### src/rtl/whc_pkg.sv
// ----------------------------------------------------------------------------
// WAV header checker package
// Word types, status codes and tag constants shared by the core and checker.
// ----------------------------------------------------------------------------
`default_nettype none

package whc_pkg;

	// Default width of the byte position counter.
	localparam int POSITION_BITS_DEF = 32;

	// Result status codes, in the order in which they are checked.
	localparam logic [2:0] STAT_OK           = 3'd0;
	localparam logic [2:0] STAT_MISSING      = 3'd1;
	localparam logic [2:0] STAT_NOT_PCM      = 3'd2;
	localparam logic [2:0] STAT_BAD_CHAN     = 3'd3;
	localparam logic [2:0] STAT_INCONSISTENT = 3'd4;
	localparam logic [2:0] STAT_BAD_DEPTH    = 3'd5;

	// Three-byte chunk tags, first byte in the high bits.
	localparam logic [23:0] TAG_FMT = 24'h666D74;
	localparam logic [23:0] TAG_DAT = 24'h646174;

	// Format code of uncompressed PCM.
	localparam logic [15:0] FMT_PCM = 16'd1;

	// Input word: one byte of the file.
	typedef struct packed {
		logic [7:0] data_byte;
		logic       end_of_file;
	} src_word_t;

	// Result word: one per file.
	typedef struct packed {
		logic [2:0]  status;
		logic [31:0] rate_hz;
		logic [15:0] channel_count;
		logic [15:0] depth_bits;
		logic [31:0] sample_frames;
		logic [31:0] samples_offset;
	} res_word_t;

endpackage

`default_nettype wire

### src/rtl/wav_header_checker_core.sv
// ----------------------------------------------------------------------------
// WAV header checker core
// Scans a RIFF/WAVE byte stream for the format and data chunks, captures the
// header fields and reports a status word with the main values per file.
// ----------------------------------------------------------------------------
// Bytes of a file are taken one per cycle while the input is not stalled. When
// the word marked end_of_file is accepted, the core stalls its input while a small
// sequencer runs the final checks on one shared 33-bit adder: the early checks,
// 32 shift-and-add steps for the byte-rate product, the rate, align and depth
// checks and 32 restoring-division steps for the frame count, then the load of
// the result register, which waits while the previous result is still not taken.
// The input stays stalled until that load; failed early checks go to it at once
// and failed product or depth checks go to it without the division.
// The next file may stream in while a result waits.
// A result is given only for the final byte.
`default_nettype none

module wav_header_checker_core #(
	parameter int POSITION_BITS = whc_pkg::POSITION_BITS_DEF
) (
	input  wire                logic clk,
	input  wire                logic arst_n,
	input  wire                logic src_valid,
	output                     logic src_stall,
	input  wire whc_pkg::src_word_t  src_data,
	output                     logic res_valid,
	input  wire                logic res_stall,
	output whc_pkg::res_word_t       res_data
);

	// Sequencer states.
	localparam logic [2:0] S_IDLE = 3'd0;
	localparam logic [2:0] S_PREP = 3'd1;
	localparam logic [2:0] S_MUL  = 3'd2;
	localparam logic [2:0] S_CHK  = 3'd3;
	localparam logic [2:0] S_DIV  = 3'd4;
	localparam logic [2:0] S_FIN  = 3'd5;

	// Both loops run over a 32-bit operand.
	localparam int STEPS = 32;
	localparam int CNT_W = $clog2(STEPS);
	localparam logic [CNT_W-1:0] CNT_LAST = CNT_W'(STEPS - 1);

	// Offsets of the capture windows relative to a tag.
	localparam logic [POSITION_BITS-1:0] FMT_LO  = POSITION_BITS'(8);
	localparam logic [POSITION_BITS-1:0] FMT_HI  = POSITION_BITS'(23);
	localparam logic [POSITION_BITS-1:0] DAT_LO  = POSITION_BITS'(4);
	localparam logic [POSITION_BITS-1:0] DAT_HI  = POSITION_BITS'(7);
	localparam logic [POSITION_BITS-1:0] TAG_LAG = POSITION_BITS'(2);
	localparam logic [POSITION_BITS-1:0] SMP_OFF = POSITION_BITS'(8);
	localparam logic [POSITION_BITS-1:0] POS_ONE = POSITION_BITS'(1);

	// Scan state.
	logic [2:0]               state_q;
	logic [POSITION_BITS-1:0] pos_q;
	logic [15:0]              recent_q;
	logic                     fmt_seen_q;
	logic [POSITION_BITS-1:0] fmt_at_q;
	logic                     dat_seen_q;
	logic [POSITION_BITS-1:0] dat_at_q;
	logic [127:0]             fmt_q;
	logic [31:0]              dsz_q;

	// Arithmetic sequencer state.
	logic [31:0]      acc_q;
	logic [31:0]      mcand_q;
	logic [31:0]      mplier_q;
	logic [CNT_W-1:0] cnt_q;
	logic [2:0]       rem_q;
	logic [31:0]      quot_q;
	logic [2:0]       div_q;
	logic [2:0]       stat_q;

	// Result register.
	logic               res_valid_q;
	whc_pkg::res_word_t res_q;

	// Views of the captured format fields.
	logic [15:0] f_audio;
	logic [15:0] f_chan;
	logic [31:0] f_rate;
	logic [31:0] f_bps;
	logic [15:0] f_block;
	logic [15:0] f_depth;

	assign f_audio = fmt_q[15:0];
	assign f_chan  = fmt_q[31:16];
	assign f_rate  = fmt_q[63:32];
	assign f_bps   = fmt_q[95:64];
	assign f_block = fmt_q[111:96];
	assign f_depth = fmt_q[127:112];

	// Start of the samples, wrapping with the position counter.
	logic [POSITION_BITS-1:0] smp_at;
	assign smp_at = dat_at_q + SMP_OFF;

	logic accept;
	assign src_stall = (state_q != S_IDLE);
	assign accept    = src_valid && !src_stall;

	// Capture of the current byte into the field registers.
	logic [POSITION_BITS-1:0] fmt_off;
	logic [POSITION_BITS-1:0] dat_off;
	logic                     fmt_hit;
	logic                     dat_hit;
	logic [3:0]               fmt_k;
	logic [1:0]               dat_k;
	logic [127:0]             fmt_nxt;
	logic [31:0]              dsz_nxt;
	logic [23:0]              window;

	always_comb begin
		fmt_off = pos_q - fmt_at_q;
		dat_off = pos_q - dat_at_q;
		fmt_hit = fmt_seen_q && (fmt_off >= FMT_LO) && (fmt_off <= FMT_HI);
		dat_hit = dat_seen_q && (dat_off >= DAT_LO) && (dat_off <= DAT_HI);
		fmt_k   = fmt_off[3:0] - 4'd8;
		dat_k   = dat_off[1:0];
		fmt_nxt = fmt_q;
		dsz_nxt = dsz_q;
		for (int i = 0; i < 16; i++) begin
			if (fmt_hit && (fmt_k == 4'(i))) begin
				fmt_nxt[i*8 +: 8] = fmt_q[i*8 +: 8] | src_data.data_byte;
			end
		end
		for (int j = 0; j < 4; j++) begin
			if (dat_hit && (dat_k == 2'(j))) begin
				dsz_nxt[j*8 +: 8] = dsz_q[j*8 +: 8] | src_data.data_byte;
			end
		end
		window = {recent_q, src_data.data_byte};
	end

	// Shared adder: accumulates in the multiply, trial-subtracts in the divide.
	logic [31:0] alu_a;
	logic [31:0] alu_b;
	logic        alu_sub;
	logic [32:0] alu_sum;

	always_comb begin
		alu_a   = acc_q;
		alu_b   = mcand_q;
		alu_sub = 1'b0;
		if (state_q == S_DIV) begin
			alu_a   = {28'd0, rem_q, quot_q[31]};
			alu_b   = {29'd0, div_q};
			alu_sub = 1'b1;
		end
		alu_sum = {1'b0, alu_a} + {1'b0, (alu_sub ? ~alu_b : alu_b)} + {32'd0, alu_sub};
	end

	// Rate, align and depth checks on the finished product.
	logic        bps_ok;
	logic [15:0] per_sample;
	logic [16:0] align_want;
	logic        block_ok;
	logic        depth_ok;
	logic [2:0]  block_bytes;

	always_comb begin
		bps_ok     = ({3'b000, acc_q[31:3]} == f_bps);
		// Division by eight, truncating toward zero for a negative depth.
		per_sample = 16'($signed(f_depth) >>> 3)
			+ {15'd0, (f_depth[15] && (f_depth[2:0] != 3'd0))};
		align_want = f_chan[1] ? {per_sample, 1'b0} : {per_sample[15], per_sample};
		block_ok   = ({f_block[15], f_block} == align_want);
		depth_ok   = (f_depth == 16'd8) || (f_depth == 16'd16) || (f_depth == 16'd24);
		block_bytes = f_chan[1] ? {f_depth[4:3], 1'b0} : {1'b0, f_depth[4:3]};
	end

	// Main sequencer.
	always_ff @(posedge clk or negedge arst_n) begin
		if (!arst_n) begin
			state_q     <= S_IDLE;
			pos_q       <= '0;
			recent_q    <= '0;
			fmt_seen_q  <= 1'b0;
			fmt_at_q    <= '0;
			dat_seen_q  <= 1'b0;
			dat_at_q    <= '0;
			fmt_q       <= '0;
			dsz_q       <= '0;
			res_valid_q <= 1'b0;
			cnt_q       <= '0;
		end else begin
			// The result word leaves when the far side takes it, unless a new
			// one is loaded in the same cycle.
			if (res_valid_q && !res_stall && (state_q != S_FIN)) begin
				res_valid_q <= 1'b0;
			end
			case (state_q)
				S_IDLE: begin
					if (accept) begin
						fmt_q    <= fmt_nxt;
						dsz_q    <= dsz_nxt;
						recent_q <= window[15:0];
						pos_q    <= pos_q + POS_ONE;
						if (src_data.end_of_file) begin
							state_q <= S_PREP;
						end else begin
							if (!fmt_seen_q && (window == whc_pkg::TAG_FMT)) begin
								fmt_seen_q <= 1'b1;
								fmt_at_q   <= pos_q - TAG_LAG;
							end
							if (!dat_seen_q && (window == whc_pkg::TAG_DAT)) begin
								dat_seen_q <= 1'b1;
								dat_at_q   <= pos_q - TAG_LAG;
							end
						end
					end
				end
				S_PREP: begin
					quot_q <= '0;
					if (!fmt_seen_q || !dat_seen_q) begin
						stat_q  <= whc_pkg::STAT_MISSING;
						state_q <= S_FIN;
					end else if (f_audio != whc_pkg::FMT_PCM) begin
						stat_q  <= whc_pkg::STAT_NOT_PCM;
						state_q <= S_FIN;
					end else if ((f_chan != 16'd1) && (f_chan != 16'd2)) begin
						stat_q  <= whc_pkg::STAT_BAD_CHAN;
						state_q <= S_FIN;
					end else begin
						acc_q    <= '0;
						mcand_q  <= f_chan[1] ? {f_rate[30:0], 1'b0} : f_rate;
						mplier_q <= {{16{f_depth[15]}}, f_depth};
						cnt_q    <= '0;
						state_q  <= S_MUL;
					end
				end
				S_MUL: begin
					// One shift-and-add step of the product modulo 2^32.
					if (mplier_q[0]) begin
						acc_q <= alu_sum[31:0];
					end
					mcand_q  <= {mcand_q[30:0], 1'b0};
					mplier_q <= {1'b0, mplier_q[31:1]};
					cnt_q    <= cnt_q + CNT_W'(1);
					if (cnt_q == CNT_LAST) begin
						state_q <= S_CHK;
					end
				end
				S_CHK: begin
					if (!bps_ok || !block_ok) begin
						stat_q  <= whc_pkg::STAT_INCONSISTENT;
						state_q <= S_FIN;
					end else if (!depth_ok) begin
						stat_q  <= whc_pkg::STAT_BAD_DEPTH;
						state_q <= S_FIN;
					end else begin
						stat_q  <= whc_pkg::STAT_OK;
						div_q   <= block_bytes;
						rem_q   <= '0;
						quot_q  <= dsz_q;
						cnt_q   <= '0;
						state_q <= S_DIV;
					end
				end
				S_DIV: begin
					// One restoring-division step; the carry means no borrow.
					quot_q <= {quot_q[30:0], alu_sum[32]};
					rem_q  <= alu_sum[32] ? alu_sum[2:0] : {rem_q[1:0], quot_q[31]};
					cnt_q  <= cnt_q + CNT_W'(1);
					if (cnt_q == CNT_LAST) begin
						state_q <= S_FIN;
					end
				end
				S_FIN: begin
					if (!res_valid_q || !res_stall) begin
						res_valid_q          <= 1'b1;
						res_q.status         <= stat_q;
						res_q.rate_hz        <= f_rate;
						res_q.channel_count  <= f_chan;
						res_q.depth_bits     <= f_depth;
						res_q.sample_frames  <= quot_q;
						res_q.samples_offset <= dat_seen_q ? 32'(smp_at) : 32'd0;
						// Start the next file from a clean scan state.
						pos_q      <= '0;
						recent_q   <= '0;
						fmt_seen_q <= 1'b0;
						fmt_at_q   <= '0;
						dat_seen_q <= 1'b0;
						dat_at_q   <= '0;
						fmt_q      <= '0;
						dsz_q      <= '0;
						state_q    <= S_IDLE;
					end
				end
				default: begin
					state_q <= S_IDLE;
				end
			endcase
		end
	end

	assign res_valid = res_valid_q;
	assign res_data  = res_q;

endmodule

`default_nettype wire

### config.mk
export PLATFORM = sky130hd
export DESIGN_NAME = wav_header_checker_core
export DESIGN_NICKNAME = d
export VERILOG_FILES = /design/src/rtl/whc_pkg.sv /design/src/rtl/wav_header_checker_core.sv
export SDC_FILE = /design/constraint.sdc
export NUM_CORES = 1
export LEC_CHECK = 0
export ABC_AREA = 1
export BUFFER_PORTS_ARGS = -buffer_cell sky130_fd_sc_hd__buf_2
export CAP_MARGIN = 25
export CELL_PAD_IN_SITES_DETAIL_PLACEMENT = 1
export CELL_PAD_IN_SITES_GLOBAL_PLACEMENT = 2
export CORE_UTILIZATION = 37
export DETAILED_ROUTE_END_ITERATION = 16
export PLACE_DENSITY = 0.91
export SYNTH_ARGS = -nofsm -noshare
export SYNTH_HDL_FRONTEND = slang
export SYNTH_SLANG_ARGS = --single-unit
### constraint.sdc
create_clock -name clk -period 11.65 [get_ports clk]
set_input_delay 1.165 -clock clk [delete_from_list [all_inputs] [get_ports clk]]
set_output_delay 1.165 -clock clk [all_outputs]
set_load 0.01 [all_outputs]
==> results by group <==
Clock network
  – Resize count post-CTS: 0
  – CTS tree: done
  – CTS Buf Count: 67
  – Clock-pin slew on the worst setup and hold paths: 0.06 ns
  – Post-CTS Setup Inserts: 0
  – CTS Hold Buffers Added: 0
  – H-tree levels: 3
  – Root Buffer: clkbuf_16
  – Clk sinks: 551
  – CTS max path bufs: 3
  – Worst skew pair latency: 0.63 ns

Place
  – Placed Instances: roughly 5.6k
  – Placement-stage cell area: roughly 35000 µm²
  – DP HPWL: roughly 81000 µm
  – PortBufs: 145
  – RePlAce Congestion: 0.9030
  – Pre-CTS WS: 6.784 ns

Finish
  – Layout cell share with drive strength beyond 1: approximately a tenth
  – Register cell area after layout: 15130 µm²
  – Footprint of the multi-input gates: 15480 µm²
  – Fin cells: 5704
  – Net count reported at finish: 4605
  – Commonest non-fill, non-tap cell in the layout: nand2_1
  – Antenna Cells: 0
  – Fin area: 37510 µm²
  – Area Growth Syn to Fin: 12.12%
  – Most frequent cells in the layout: nand2_1 (1240), inv_1 (579), nor2_1 (409)
  – Fill cell count: 10.91k

Synth
  – Post-synth EDFFs: 268
  – Post-Synthesis Cells: 4378
  – Avg Inst Size Synth: 7.643 µm²
  – Async SR Flop Fraction: 51.36%
  – Synthesized area: 33460 µm²
  – Top_reg_cell synth: dfrtp_1
  – Synth warn: 0
  – Synth unique cells: 63
  – #FFs+latches synth: 551
  – Register area share after synthesis: 45.22%
  – Syn Nets: ~4.5k

GRT
  – Initial antenna violation count: 1
  – First-pass GRT wire length: 175000 µm
  – Largest net degree at the start of global routing: 95
  – Overflow after GRT: 0
  – Vias in the first global route: 30.28k
  – All-Layer GR Usage: around 24%

Worst hold path
  – HP Class: register to register
  – Worst Min Path Start: quot_q[21]

Routing
  – Final wirelength: 111800 µm
  – Drt drc: 0
  – Vias per std cell: 5.303
  – Routed len/inst: 19.60 µm
  – DR iter-0 viols: ~1.8k
  – Post-DRT Antenna Nets: 0
  – Drt pass-1 iters: 5
  – Vias post-DR: 30.25k

Die
  – Std cell rows: 109
  – Die footprint: 91640 µm²
  – Ports: 146
  – Initial core utilization: between 30% and 40%
  – Die W: 302.7 µm
  – Die H: 302.7 µm
  – Core area: 88920 µm²

STA
  – Minimum clock period: 4.983 ns
  – Final critical-path share of the clock period: 42.78%
  – Final setup violation count: 0
  – Worst slew pin tran: 1.116 ns
  – Hold Vio Cnt, Final: 0
  – Setup WS post-layout: ~6.7 ns
  – Max frequency: between 200 and 250 MHz
  – RSZ-0062 raised after global routing: false
  – Headroom to the max-slew limit: 25.62%
  – Final slew viol count: 0
  – Worst hold margin: 0.4548 ns
  – Clock Skew: 0.03201 ns
  – Setup TNS: 0 ns

Worst setup path
  – Setup Crit Path Kind: register to register
  – CP Max Fanout: 69
  – Cell chain of the critical path: inv_1, nand2_1, nor2_4, buf_4, inv_1, nand2_1, nand2_1, nand2_1, o21ai_2, fa_1, nand3_1, nand3_1, a31oi_1, o21ai_0, a21boi_0, o21ai_0, a21boi_0, o21ai_0, nor2_1, nor2_1
  – Reg2Reg Setup Slack: approximately 6.7 ns
  – Max stage delay on crit path: roughly 0.64 ns
  – CP Capture Type: register
  – Crit path top cell by count: nand2_1
  – Crit path required time: ~12 ns
  – Worst path arrival time: 5.37 ns
  – Worst setup path start: state_q[0]
  – RR Startpoint: state_q[0]
  – Crit start category: register
  – Slowest-stage cell, CP: buf_4

Power and ir drop
  – Leakage: 17.74 nW
  – Maximum vdd drop: 0.0001531 V
  – Pwr dens: 257.7 nW/µm²

Run status
  – Status: completed

Flow run
  – Max-cap viol count: 0
## metrics by stage
step	power [mW]	util (%)
finish	9.666	42.19
global placement	7.422	39.69
CTS	9.719	42.13
global route	10.41	42.19
floorplan	6.234	-
detailed placement	7.584	39.73
## final timing paths
path	endpoint	depth (start not counted)
setup / recovery	acc_q[24]	20
hold / removal	res_data[53]	0
setup reg to reg	acc_q[24]	20
hold reg to reg	res_data[53]	0
max in group asynchronous	fmt_q[17]	2
min in group asynchronous	fmt_q[121]	1
## cell usage after synthesis (7+ instances only)
cell type,instances,area (µm²)
nor3_2,8,80.08
or2_2,8,50.05
inv_2,19,71.32
nor4_1,37,231.5
a31oi_1,15,93.84
nand3_4,11,192.7
edfxtp_1,268,8048
nand2_2,46,287.8
o21ai_0,246,1231
o211ai_1,32,240.2
nand3_1,310,1551
nand2_1,1240,4654
nor2_2,8,50.05
nor3_1,78,390.4
o31ai_1,19,142.6
ha_1,101,1264
nor2_1,409,1535
o21a_1,12,90.09
inv_1,580,2177
nand3b_1,10,75.07
xor2_1,51,446.7
xnor2_1,16,140.1
clkbuf_4,7,52.55
dfrtp_1,283,7082
buf_1,12,45.04
nand2_4,24,270.3
a21oi_1,275,1376
clkbuf_1,102,382.9
a221oi_1,16,140.1
nand4_1,58,362.9
## sequential cells by signal, summed over array words and instances, names as in the netlist, 3 cells and up
signal	flops
acc_q	32
cnt_q	5
dat_at_q	32
div_q	3
dsz_q	32
fmt_at_q	32
fmt_q	128
mcand_q	32
mplier_q	32
pos_q	32
quot_q	32
recent_q	16
rem_q	3
res_data	131
stat_q	3
state_q	3
## routing by layer
layer  up-vias  GRT usage (%)  part of all wire, %
met5         -              0                    0
met1     14924          35.55                   48
li1      14535              -                    -
met3       142          3.466                  5.0
met4         0          6.640                  2.2
met2       646          38.00                   45
## where the power goes
part | internal [mW] | leakage [nW] | switching [mW] | total (mW)
Clock | 1.19 | 1.02 | 0.879 | 2.07
Sequential | 2.72 | 6.06 | 0.451 | 3.17
Combinational | 1.29 | 10.7 | 3.13 | 4.42
Total | 5.20 | 17.7 | 4.46 | 9.67
## worst max-delay path, delay by kind of cell, from the launching register on
kind | cells | cell delay (ns)
compound gates | 7 | 1.77
flops | 1 | 0.39
simple gates | 9 | 1.01
buf+inv | 3 | 1.17
fa+ha+maj | 1 | 0.42
## cell families (layout without fill, tap and decap cells)
family          after synthesis  count (layout)  synth area share [%]
compound gates              650             650                 10.73
xor+xnor                     67              67                 1.754
fa+ha+maj                   104             104                 3.956
buf+inv                     740             901                 8.653
flops                       551             551                 45.22
simple gates               2266            2266                 29.69
## layout make-up
type / instances / area share (%)
multi-input cells: 3087 / 41.26
flip-flops and latches: 551 / 40.33
inverters: 603 / 6.047
clock buffers: 94 / 4.963
well taps: 1165 / 3.886
repair buffers: 178 / 2.802
clock inverters: 26 / 0.7104
Power figures use the tool's default switching activity.
